`config.mk`:
```
export PLATFORM = sky130hd
export DESIGN_NAME = array_list_engine
export DESIGN_NICKNAME = d
export VERILOG_FILES = /design/src/design/ale_pkg.sv /design/src/design/array_list_engine.sv
export SDC_FILE = /design/constraint.sdc
export NUM_CORES = 1
export LEC_CHECK = 0
export BUFFER_PORTS_ARGS = -buffer_cell sky130_fd_sc_hd__buf_2
export CAP_MARGIN = 20
export CELL_PAD_IN_SITES_DETAIL_PLACEMENT = 1
export CELL_PAD_IN_SITES_GLOBAL_PLACEMENT = 1
export CORE_MARGIN = 8
export CORE_UTILIZATION = 30
export DETAILED_ROUTE_END_ITERATION = 8
export GPL_ROUTABILITY_DRIVEN = 0
export PLACE_DENSITY_LB_ADDON = 0.1
export REMOVE_ABC_BUFFERS = 1
export SLEW_MARGIN = 20
export SYNTH_ARGS = -nofsm -noshare
export SYNTH_HDL_FRONTEND = slang
export SYNTH_SLANG_ARGS = --single-unit
```
`constraint.sdc`:
```
create_clock -name clk -period 6.1 [get_ports clk]
set_input_delay 0.61 -clock clk [delete_from_list [all_inputs] [get_ports clk]]
set_output_delay 0.61 -clock clk [all_outputs]
set_load 0.02 [all_outputs]
```
`src/design/ale_pkg.sv`:
```
`timescale 1ns / 1ps

package ale_pkg;

  // Operation codes carried in the mode field
  localparam logic [1:0] MODE_INSERT = 2'd0;
  localparam logic [1:0] MODE_DELETE = 2'd1;
  localparam logic [1:0] MODE_READ   = 2'd2;
  localparam logic [1:0] MODE_LOCATE = 2'd3;

  localparam int unsigned POS_W = 5;
  localparam int unsigned VAL_W = 32;

  typedef struct packed {
    logic [1:0]              mode;
    logic [POS_W-1:0]        position;
    logic signed [VAL_W-1:0] value;
  } req_t;

  typedef struct packed {
    logic                    ok;
    logic signed [VAL_W-1:0] value_out;
    logic [POS_W-1:0]        found_position;
    logic [POS_W-1:0]        list_length;
  } rsp_t;

  typedef enum logic [3:0] {
    ST_IDLE,
    ST_START,
    ST_INS_SHIFT,
    ST_INS_FLUSH,
    ST_INS_PUT,
    ST_DEL_SHIFT,
    ST_DEL_FLUSH,
    ST_RD_WAIT,
    ST_FIND,
    ST_FIND_LAST,
    ST_DONE
  } state_t;

endpackage

```
`src/design/array_list_engine.sv`:
```
`timescale 1ns / 1ps

// Channel   Direction  Handshake             Payload
// req       in         req_valid/req_stall   req_t  (mode, position, value)
// rsp       out        rsp_valid/rsp_stall   rsp_t  (ok, value_out, found_position,
//                                                    list_length)
//
// One request at a time. Insert and delete shift the entries after the position, locate scans
// until the first match or the end of the list, and rejected requests go straight to the
// response; the engine returns to idle as rsp_valid rises, so the next request can be taken.
// The entry memory has a single read port: shift and scan walk one entry a cycle.
// Synchronous reset clears the length and control; entries need no clearing.
// A result waits in the output register during the next request, which holds until it drains.

module array_list_engine
  import ale_pkg::*;
#(
  parameter int unsigned CAPACITY = 16
) (
  input  logic clk,
  input  logic rst,
  input  logic req_valid,
  output logic req_stall,
  input  req_t req,
  output logic rsp_valid,
  input  logic rsp_stall,
  output rsp_t rsp
);

  localparam int unsigned AW = (CAPACITY > 1) ? $clog2(CAPACITY) : 1;
  localparam int unsigned CW = $clog2(CAPACITY + 1);
  localparam int unsigned WW = ((CW > POS_W) ? CW : POS_W) + 1;

  // Entry memory
  logic signed [VAL_W-1:0] mem [CAPACITY];
  logic                    mem_we;
  logic [AW-1:0]           mem_wa;
  logic signed [VAL_W-1:0] mem_wd;
  logic [AW-1:0]           mem_ra;
  logic signed [VAL_W-1:0] rdata;

  // Control and working registers
  state_t                  state, state_next;
  req_t                    cur;
  logic [CW-1:0]           count, count_next;
  logic [AW-1:0]           cursor, cursor_next;
  logic                    pend, pend_next;
  logic                    cap, cap_next;
  logic [AW-1:0]           pend_addr, pend_addr_next;
  logic                    res_ok, res_ok_next;
  logic signed [VAL_W-1:0] res_vout, res_vout_next;
  logic [CW-1:0]           res_fidx, res_fidx_next;

  // Range checks on the held request
  logic [WW-1:0] pos_ext, cnt_ext;
  logic [AW-1:0] pos_idx, last_idx;
  logic          in_range, ins_ok, ins_append, cnt_zero, hit;

  assign pos_ext    = WW'(cur.position);
  assign cnt_ext    = WW'(count);
  assign pos_idx    = AW'(pos_ext - WW'(1));
  assign last_idx   = AW'(cnt_ext - WW'(1));
  assign in_range   = (cur.position != '0) && (pos_ext <= cnt_ext);
  assign ins_ok     = (cur.position != '0) && (pos_ext <= cnt_ext + WW'(1)) &&
                      (count < CW'(CAPACITY));
  assign ins_append = (pos_ext == cnt_ext + WW'(1));
  assign cnt_zero   = (count == '0);
  assign hit        = (rdata == cur.value);

  assign req_stall = (state != ST_IDLE);

  // Next state
  always_comb begin
    state_next = state;
    case (state)
      ST_IDLE: begin
        if (req_valid) state_next = ST_START;
      end
      ST_START: begin
        case (cur.mode)
          MODE_INSERT: begin
            if (!ins_ok) state_next = ST_DONE;
            else if (ins_append) state_next = ST_INS_PUT;
            else state_next = ST_INS_SHIFT;
          end
          MODE_DELETE: state_next = in_range ? ST_DEL_SHIFT : ST_DONE;
          MODE_READ:   state_next = in_range ? ST_RD_WAIT : ST_DONE;
          MODE_LOCATE: state_next = cnt_zero ? ST_DONE : ST_FIND;
          default:     state_next = ST_DONE;
        endcase
      end
      ST_INS_SHIFT: begin
        if (cursor == pos_idx) state_next = ST_INS_FLUSH;
      end
      ST_INS_FLUSH: state_next = ST_INS_PUT;
      ST_INS_PUT:   state_next = ST_DONE;
      ST_DEL_SHIFT: begin
        if (cursor == last_idx) state_next = ST_DEL_FLUSH;
      end
      ST_DEL_FLUSH: state_next = ST_DONE;
      ST_RD_WAIT:   state_next = ST_DONE;
      ST_FIND: begin
        if (pend && hit) state_next = ST_DONE;
        else if (cursor == last_idx) state_next = ST_FIND_LAST;
      end
      ST_FIND_LAST: state_next = ST_DONE;
      ST_DONE: begin
        if (!rsp_valid || !rsp_stall) state_next = ST_IDLE;
      end
      default: state_next = ST_IDLE;
    endcase
  end

  // Memory controls and working register updates
  always_comb begin
    mem_we         = 1'b0;
    mem_wa         = pend_addr;
    mem_wd         = rdata;
    mem_ra         = cursor;
    count_next     = count;
    cursor_next    = cursor;
    pend_next      = pend;
    cap_next       = cap;
    pend_addr_next = pend_addr;
    res_ok_next    = res_ok;
    res_vout_next  = res_vout;
    res_fidx_next  = res_fidx;
    case (state)
      ST_START: begin
        // clear the result and pick the starting cursor
        res_ok_next   = 1'b0;
        res_vout_next = '0;
        res_fidx_next = '0;
        pend_next     = 1'b0;
        cap_next      = 1'b0;
        mem_ra        = pos_idx;
        case (cur.mode)
          MODE_INSERT: cursor_next = last_idx;
          MODE_DELETE: cursor_next = pos_idx;
          MODE_LOCATE: cursor_next = '0;
          default:     cursor_next = pos_idx;
        endcase
      end
      ST_INS_SHIFT: begin
        // read downward, write each entry one place higher once its read data returns
        mem_we         = pend;
        pend_next      = 1'b1;
        pend_addr_next = cursor + AW'(1);
        if (cursor != pos_idx) cursor_next = cursor - AW'(1);
      end
      ST_INS_FLUSH: begin
        mem_we = 1'b1;
      end
      ST_INS_PUT: begin
        mem_we      = 1'b1;
        mem_wa      = pos_idx;
        mem_wd      = cur.value;
        count_next  = count + CW'(1);
        res_ok_next = 1'b1;
      end
      ST_DEL_SHIFT: begin
        // first read is the removed entry, later reads move one place lower
        mem_we         = pend;
        if (cap) res_vout_next = rdata;
        cap_next       = (cursor == pos_idx);
        pend_next      = (cursor != pos_idx);
        pend_addr_next = cursor - AW'(1);
        if (cursor != last_idx) cursor_next = cursor + AW'(1);
      end
      ST_DEL_FLUSH: begin
        mem_we      = pend;
        if (cap) res_vout_next = rdata;
        count_next  = count - CW'(1);
        res_ok_next = 1'b1;
      end
      ST_RD_WAIT: begin
        res_vout_next = rdata;
        res_ok_next   = 1'b1;
      end
      ST_FIND: begin
        // compare the previous read while issuing the next one
        if (pend && hit) begin
          res_ok_next   = 1'b1;
          res_fidx_next = CW'(pend_addr) + CW'(1);
        end
        pend_next      = 1'b1;
        pend_addr_next = cursor;
        if (cursor != last_idx) cursor_next = cursor + AW'(1);
      end
      ST_FIND_LAST: begin
        if (hit) begin
          res_ok_next   = 1'b1;
          res_fidx_next = CW'(pend_addr) + CW'(1);
        end
      end
      default: begin
      end
    endcase
  end

  // Memory write and registered read
  always_ff @(posedge clk) begin
    if (mem_we) mem[mem_wa] <= mem_wd;
    rdata <= mem[mem_ra];
  end

  // Control state
  always_ff @(posedge clk) begin
    if (rst) begin
      state     <= ST_IDLE;
      count     <= '0;
      rsp_valid <= 1'b0;
    end else begin
      state <= state_next;
      count <= count_next;
      if (state == ST_DONE && (!rsp_valid || !rsp_stall)) rsp_valid <= 1'b1;
      else if (!rsp_stall) rsp_valid <= 1'b0;
    end
  end

  // Payload registers
  always_ff @(posedge clk) begin
    if (state == ST_IDLE && req_valid) cur <= req;
    cursor    <= cursor_next;
    pend      <= pend_next;
    cap       <= cap_next;
    pend_addr <= pend_addr_next;
    res_ok    <= res_ok_next;
    res_vout  <= res_vout_next;
    res_fidx  <= res_fidx_next;
    if (state == ST_DONE && (!rsp_valid || !rsp_stall)) begin
      rsp.ok             <= res_ok;
      rsp.value_out      <= res_vout;
      rsp.found_position <= POS_W'(res_fidx);
      rsp.list_length    <= POS_W'(count);
    end
  end

endmodule

```
== Word level (Yosys, flattened, before mapping) ==
Memory sizes are Yosys's and may differ from the RTL's. A register that Yosys moved wholly into a read port is not among the register bits.
Cells that the tools add are included.

* Memories: 1
* Output and inout bits: 45
* Logic and storage cells: 130
* Register bits after elaboration: 140
* Input bits: 43
* Memory bits (writable): 512

{| class="wikitable"
|+ Memories
! name !! depth !! width !! rd ports !! clocked after memory_dff !! wr ports !! RTL line !! text
|-
| mem || 16 || 32 || 1 || 1 || 1 || array_list_engine.sv:35 || <nowiki>logic signed [VAL_W-1:0] mem [CAPACITY];</nowiki>
|}

* $add $sub $neg: 8
* Reductions and logical operators: 34
* $lt $le $gt $ge: 3
* Equality and inequality tests: 30
* Mux-type cells: 37

{| class="wikitable"
|+ Operators with widths
! cell !! number
|-
| 32-bit one-hot mux with 3 select lines || 1
|-
| 32-bit 2-to-1 mux || 2
|-
| 4-bit 2-to-1 mux || 13
|-
| 32-bit equality test || 1
|-
| 4-bit one-hot mux with 8 select lines || 1
|-
| 4-bit one-hot mux with 3 select lines || 2
|-
| 4-bit by 3-bit equality test with 1-bit output, second input constant || 4
|-
| 4-bit one-hot mux with 4 select lines || 1
|-
| 5-bit one-hot mux with 3 select lines || 1
|-
| 3-bit nonzero test || 5
|-
| 4-bit equality test, second input constant || 3
|-
| 2-bit != test, second input constant || 6
|-
| 4-bit by 1-bit subtractor with 4-bit output, second input constant || 3
|-
| 5-bit 2-to-1 mux || 2
|-
| 5-bit one-hot mux with 2 select lines || 1
|-
| 3-bit AND reduction || 3
|-
| 4-bit by 2-bit equality test with 1-bit output, second input constant || 2
|-
| 4-bit equality test || 2
|-
| 2-bit by 1-bit != test with 1-bit output, second input constant || 4
|-
| 4-bit != test || 2
|-
| 4-bit one-hot mux with 2 select lines || 1
|-
| 4-bit nonzero test || 2
|-
| 2-bit OR reduction || 4
|-
| 5-bit by 1-bit adder with 6-bit output, second input constant || 1
|-
| 30 further kinds || 45
|}

== Logic depth before layout (Yosys ltp) ==
* Depth in word-level cells: 7
* Depth in mapped cells: 13

== Worst setup path before layout ==
No wires, ideal clock.

* Path kind: flip-flop to flip-flop
* Start: register state[0]
* End: register res_vout[0] (enable)
* Clock period less this slack: 4538 ps
* Stages on the path, launching flop included: 5
* Buffers on the path: 2
* Slack: 1562 ps
* Setup time: 501 ps
* Data arrival time: 4036 ps
* Cells stage by stage: dfxtp_1 clkbuf_1 clkbuf_1 a21oi_1 nor4_1

* Longest elaborated chain between the ends: 4

{| class="wikitable"
|+ RTL lines
! what !! RTL line !! text
|-
| from (decl) || array_list_engine.sv:43 || <nowiki>state_t state, state_next;</nowiki>
|-
| from (signal assigned) || array_list_engine.sv:214 || <nowiki>state <= state_next;</nowiki>
|-
| 4-bit by 3-bit equality test with 1-bit output || array_list_engine.sv:128 || <nowiki>case (state)</nowiki>
|-
| 2-bit OR reduction (no line) || -- ||
|-
| 2-bit by 1-bit != test with 1-bit output (no line) or 3-bit nonzero test (tied branches) || -- ||
|-
| 2-bit AND reduction (no line) * || -- ||
|-
| to (signal assigned) || array_list_engine.sv:229 || <nowiki>res_vout <= res_vout_next;</nowiki>
|-
| to (decl) || array_list_engine.sv:51 || <nowiki>logic signed [VAL_W-1:0] res_vout, res_vout_next;</nowiki>
|}

Mark *: on every way between the ends. The rest lies on a longest branch, timed or not.
A chain may end at the register's enable or synchronous reset.

== Final worst setup path ==
* Start: register state[2]
* End: memory mem[13][23] (enable)

* Longest elaborated chain between the ends: 5

{| class="wikitable"
|+ RTL lines
! what !! RTL line !! text
|-
| 4-bit by 3-bit equality test with 1-bit output or 4-bit by 2-bit equality test with 1-bit output (tied branches) || array_list_engine.sv:128 ||
|-
| 3-bit OR reduction (no line) or 2-bit OR reduction (tied branches) || -- ||
|-
| 1-bit one-hot mux with 2 select lines || array_list_engine.sv:128 ||
|-
| 1-bit 2-to-1 mux || array_list_engine.sv:203 || <nowiki>if (mem_we) mem[mem_wa] <= mem_wd;</nowiki>
|-
| 1-bit 2-to-1 mux (not written as such) || array_list_engine.sv:203 ||
|-
| to (decl) || array_list_engine.sv:35 ||
|}

Parallel ways exist; a longest one is shown, timed or not.

==> results.cfg <==
[global_routing]
grt_overflow = 0
grt_first_pass_wirelength_mm = 109
grt_max_degree = 129
antenna_found_initial = 1
grt_pass1_vias = 14800
grt_use_total_pct = 15.0

[cells_and_area]
nets = 1589
area_delta_synth_final_pct = 17.6
final_area_um2 = 32000
drive_gt1_share_pct = 27.6
diodes = 0
layout_commonest_cell = edfxtp_1
utilization_pct = 35.6
final_cell_mix = edfxtp_1, mux4_2, mux2i_1
layoutNonFillerInstCount = 2760

[sta]
finClkSkew_ns = 0.0237
setup_tns_ns = 0
maxSlewViolCount = 0
finalHoldViolations = 0
setup_slack_ns = 1.85
relSlewSlack_pct = 38.5
worst_slew_pin_slew_ns = 0.914
grt_setup_unrepaired = no
setup_violations = 0
whs_ns = 0.163
fin_crit_ns = 4.25
max_freq_mhz = 235
layout_worst_path_cycle_share_pct = 69.7

[worst_hold_path]
holdPathStages = 1
holdCritStartpoint = req[2]
hp-class = in -> reg

[setup_path]
worstSetupStartpoint = state[2]
path_buf_inv = 1
critPathLaunchType = register
crit_fanout = 23
path_class = reg -> reg
worstPathCellList = or3b_2, nor2_4, nor2_1, a21oi_1, nand2_1, nor2_4, buf_4
critical_path.top_delay_family = simple AND/OR/NAND/NOR gates
slowest_stage = dfxtp_1
cp_slowest_stage_delay_ns = 0.83
crit_path_frequent_cell = nor2_4
r2r-start = state[2]
worst-path-stages = 7
arrival_ns = 4.54
end_kind = register
reg2reg_depth = 7
required_ns = 6.39

[clock_network]
clkTransAtPathRegs_ns = 0.06
cts_hold_buf = 0
numCtsBuffers = 81
tritoncts = built
cts_resized = 0
cts_root_buf = clkbuf_16
cts_sinks = 684
clock_latency_ns = 0.62
clockBufferDepth = 3
cts_max_level = 3
post_cts_buffers = 0

[flow_run]
max_cap_violations = 0

[route]
num_vias = 13400
ant_nets = 0
viasPerCell = 4.84
wl_per_cell_um = 26.9
drt_wl_total_mm = 74.3
drt_first_iter_violations = 862
route.detailed.drc = 0
drt-pass1-iter-count = 4

[power_and_ir_drop]
power.share.switching_pct = 33.5
p_seq_share_pct = 38.4
combPwrFrac_pct = 34.1
power_density_nw_per_um2 = 557
ir_drop_mv = 0.564
intPower_mw = 11.9
clkPwrFrac_pct = 27.5
p_sw_mw = 5.96
power_mw = 17.8
total_leakage_power_nw = 10.6

[synth]
yosysWarnings = 0
synth_top_cell_by_area = edfxtp_1
synth_seq_cells = 684
async_reset_ff_share_pct = 0
yosysTopAreaCellShare_pct = 70.9
synth_area_um2 = 27200
ys_seq_area_share_pct = 74.0
synthCells = 1374
synth_edf_count = 642
synth_cell_types = 61
avgSynthCellArea_um2 = 19.8
synth_top_flop_cell = edfxtp_1
synthTopCellsByArea = edfxtp_1, mux4_2, mux2i_1

[die]
dieArea_um2 = 101000
rows = 110
core_um2 = 89900
initial_utilization_pct = 30.3
fp.dieW_um = 317
die_height_um = 317
io-pin-count = 88

[status]
status = complete, no violations

[placed_design]
place_area_um2 = 29300
dp_hpwl_mm = 44.6
dp.cells = 2613
io_buffers = 87
place_ws_ns = 1.77
-- path summary, 6_finish.rpt --
path / endpoint / slack [ns]
setup / recovery: mem[13][23] / 1.85
hold / removal: cur[2] / 0.16
hold reg to reg: rsp[5] / 0.42
setup reg to reg: mem[13][23] / 1.85
-- state kept, by name, indices dropped and copies added (netlist names) --
signal,cells
mem,512
rsp,43
cur,39
rdata,32
res_vout,32
count,5
res_fidx,5
cursor,4
pend_addr,4
state,4
cap,1
pend,1
res_ok,1
rsp_valid,1
-- area by class of cell --
type	instances	area [µm²]
multi-input cells	609	6800
well taps	1176	1470
flip-flops and latches	684	20100
fillers	8781	57900
clock buffers	102	2220
clock inverters	45	498
inverters	18	67.6
repair buffers	126	816
-- metal layers --
metal / vias to the layer above / global-route usage [%] / share of wire (%) / wire [µm]
li1: 5846 / - / - / -
met1: 7155 / 20.3 / 46 / 33900
met2: 251 / 25.2 / 49 / 36300
met3: 105 / 2.35 / 3.4 / 2540
met4: 0 / 3.75 / 2.1 / 1570
met5: - / 0 / 0 / 0
-- Yosys cell counts, types with 11 or more instances --
cell / n
nor4_1: 11
inv_1: 17
nand2_1: 31
buf_2: 18
buf_6: 14
buf_4: 11
mux2_2: 33
mux4_2: 128
and2_1: 34
clkbuf_1: 19
o21ai_0: 14
nor2_1: 46
mux2i_1: 101
dfxtp_1: 42
xnor2_1: 14
ha_1: 25
xor2_1: 39
edfxtp_1: 642
a21oi_1: 26
-- cell families after synthesis --
logic type,synth area share [%]
xor+xnor,1.79
simple gates,3.55
mux,15.7
compound gates,2.04
fa+ha+maj,1.22
flops,74.0
buf+inv,1.74
-- power groups by stage --
stage	sequential, mW	clock, mW	combinational, mW
after floorplan	6.79	0	4.34
after global placement	6.95	0	6.30
after detailed placement	6.94	0	6.33
after CTS	6.86	5.07	6.33
after global routing	6.90	5.24	6.66
final	6.84	4.90	6.08
(Power assumes the default switching activity.)
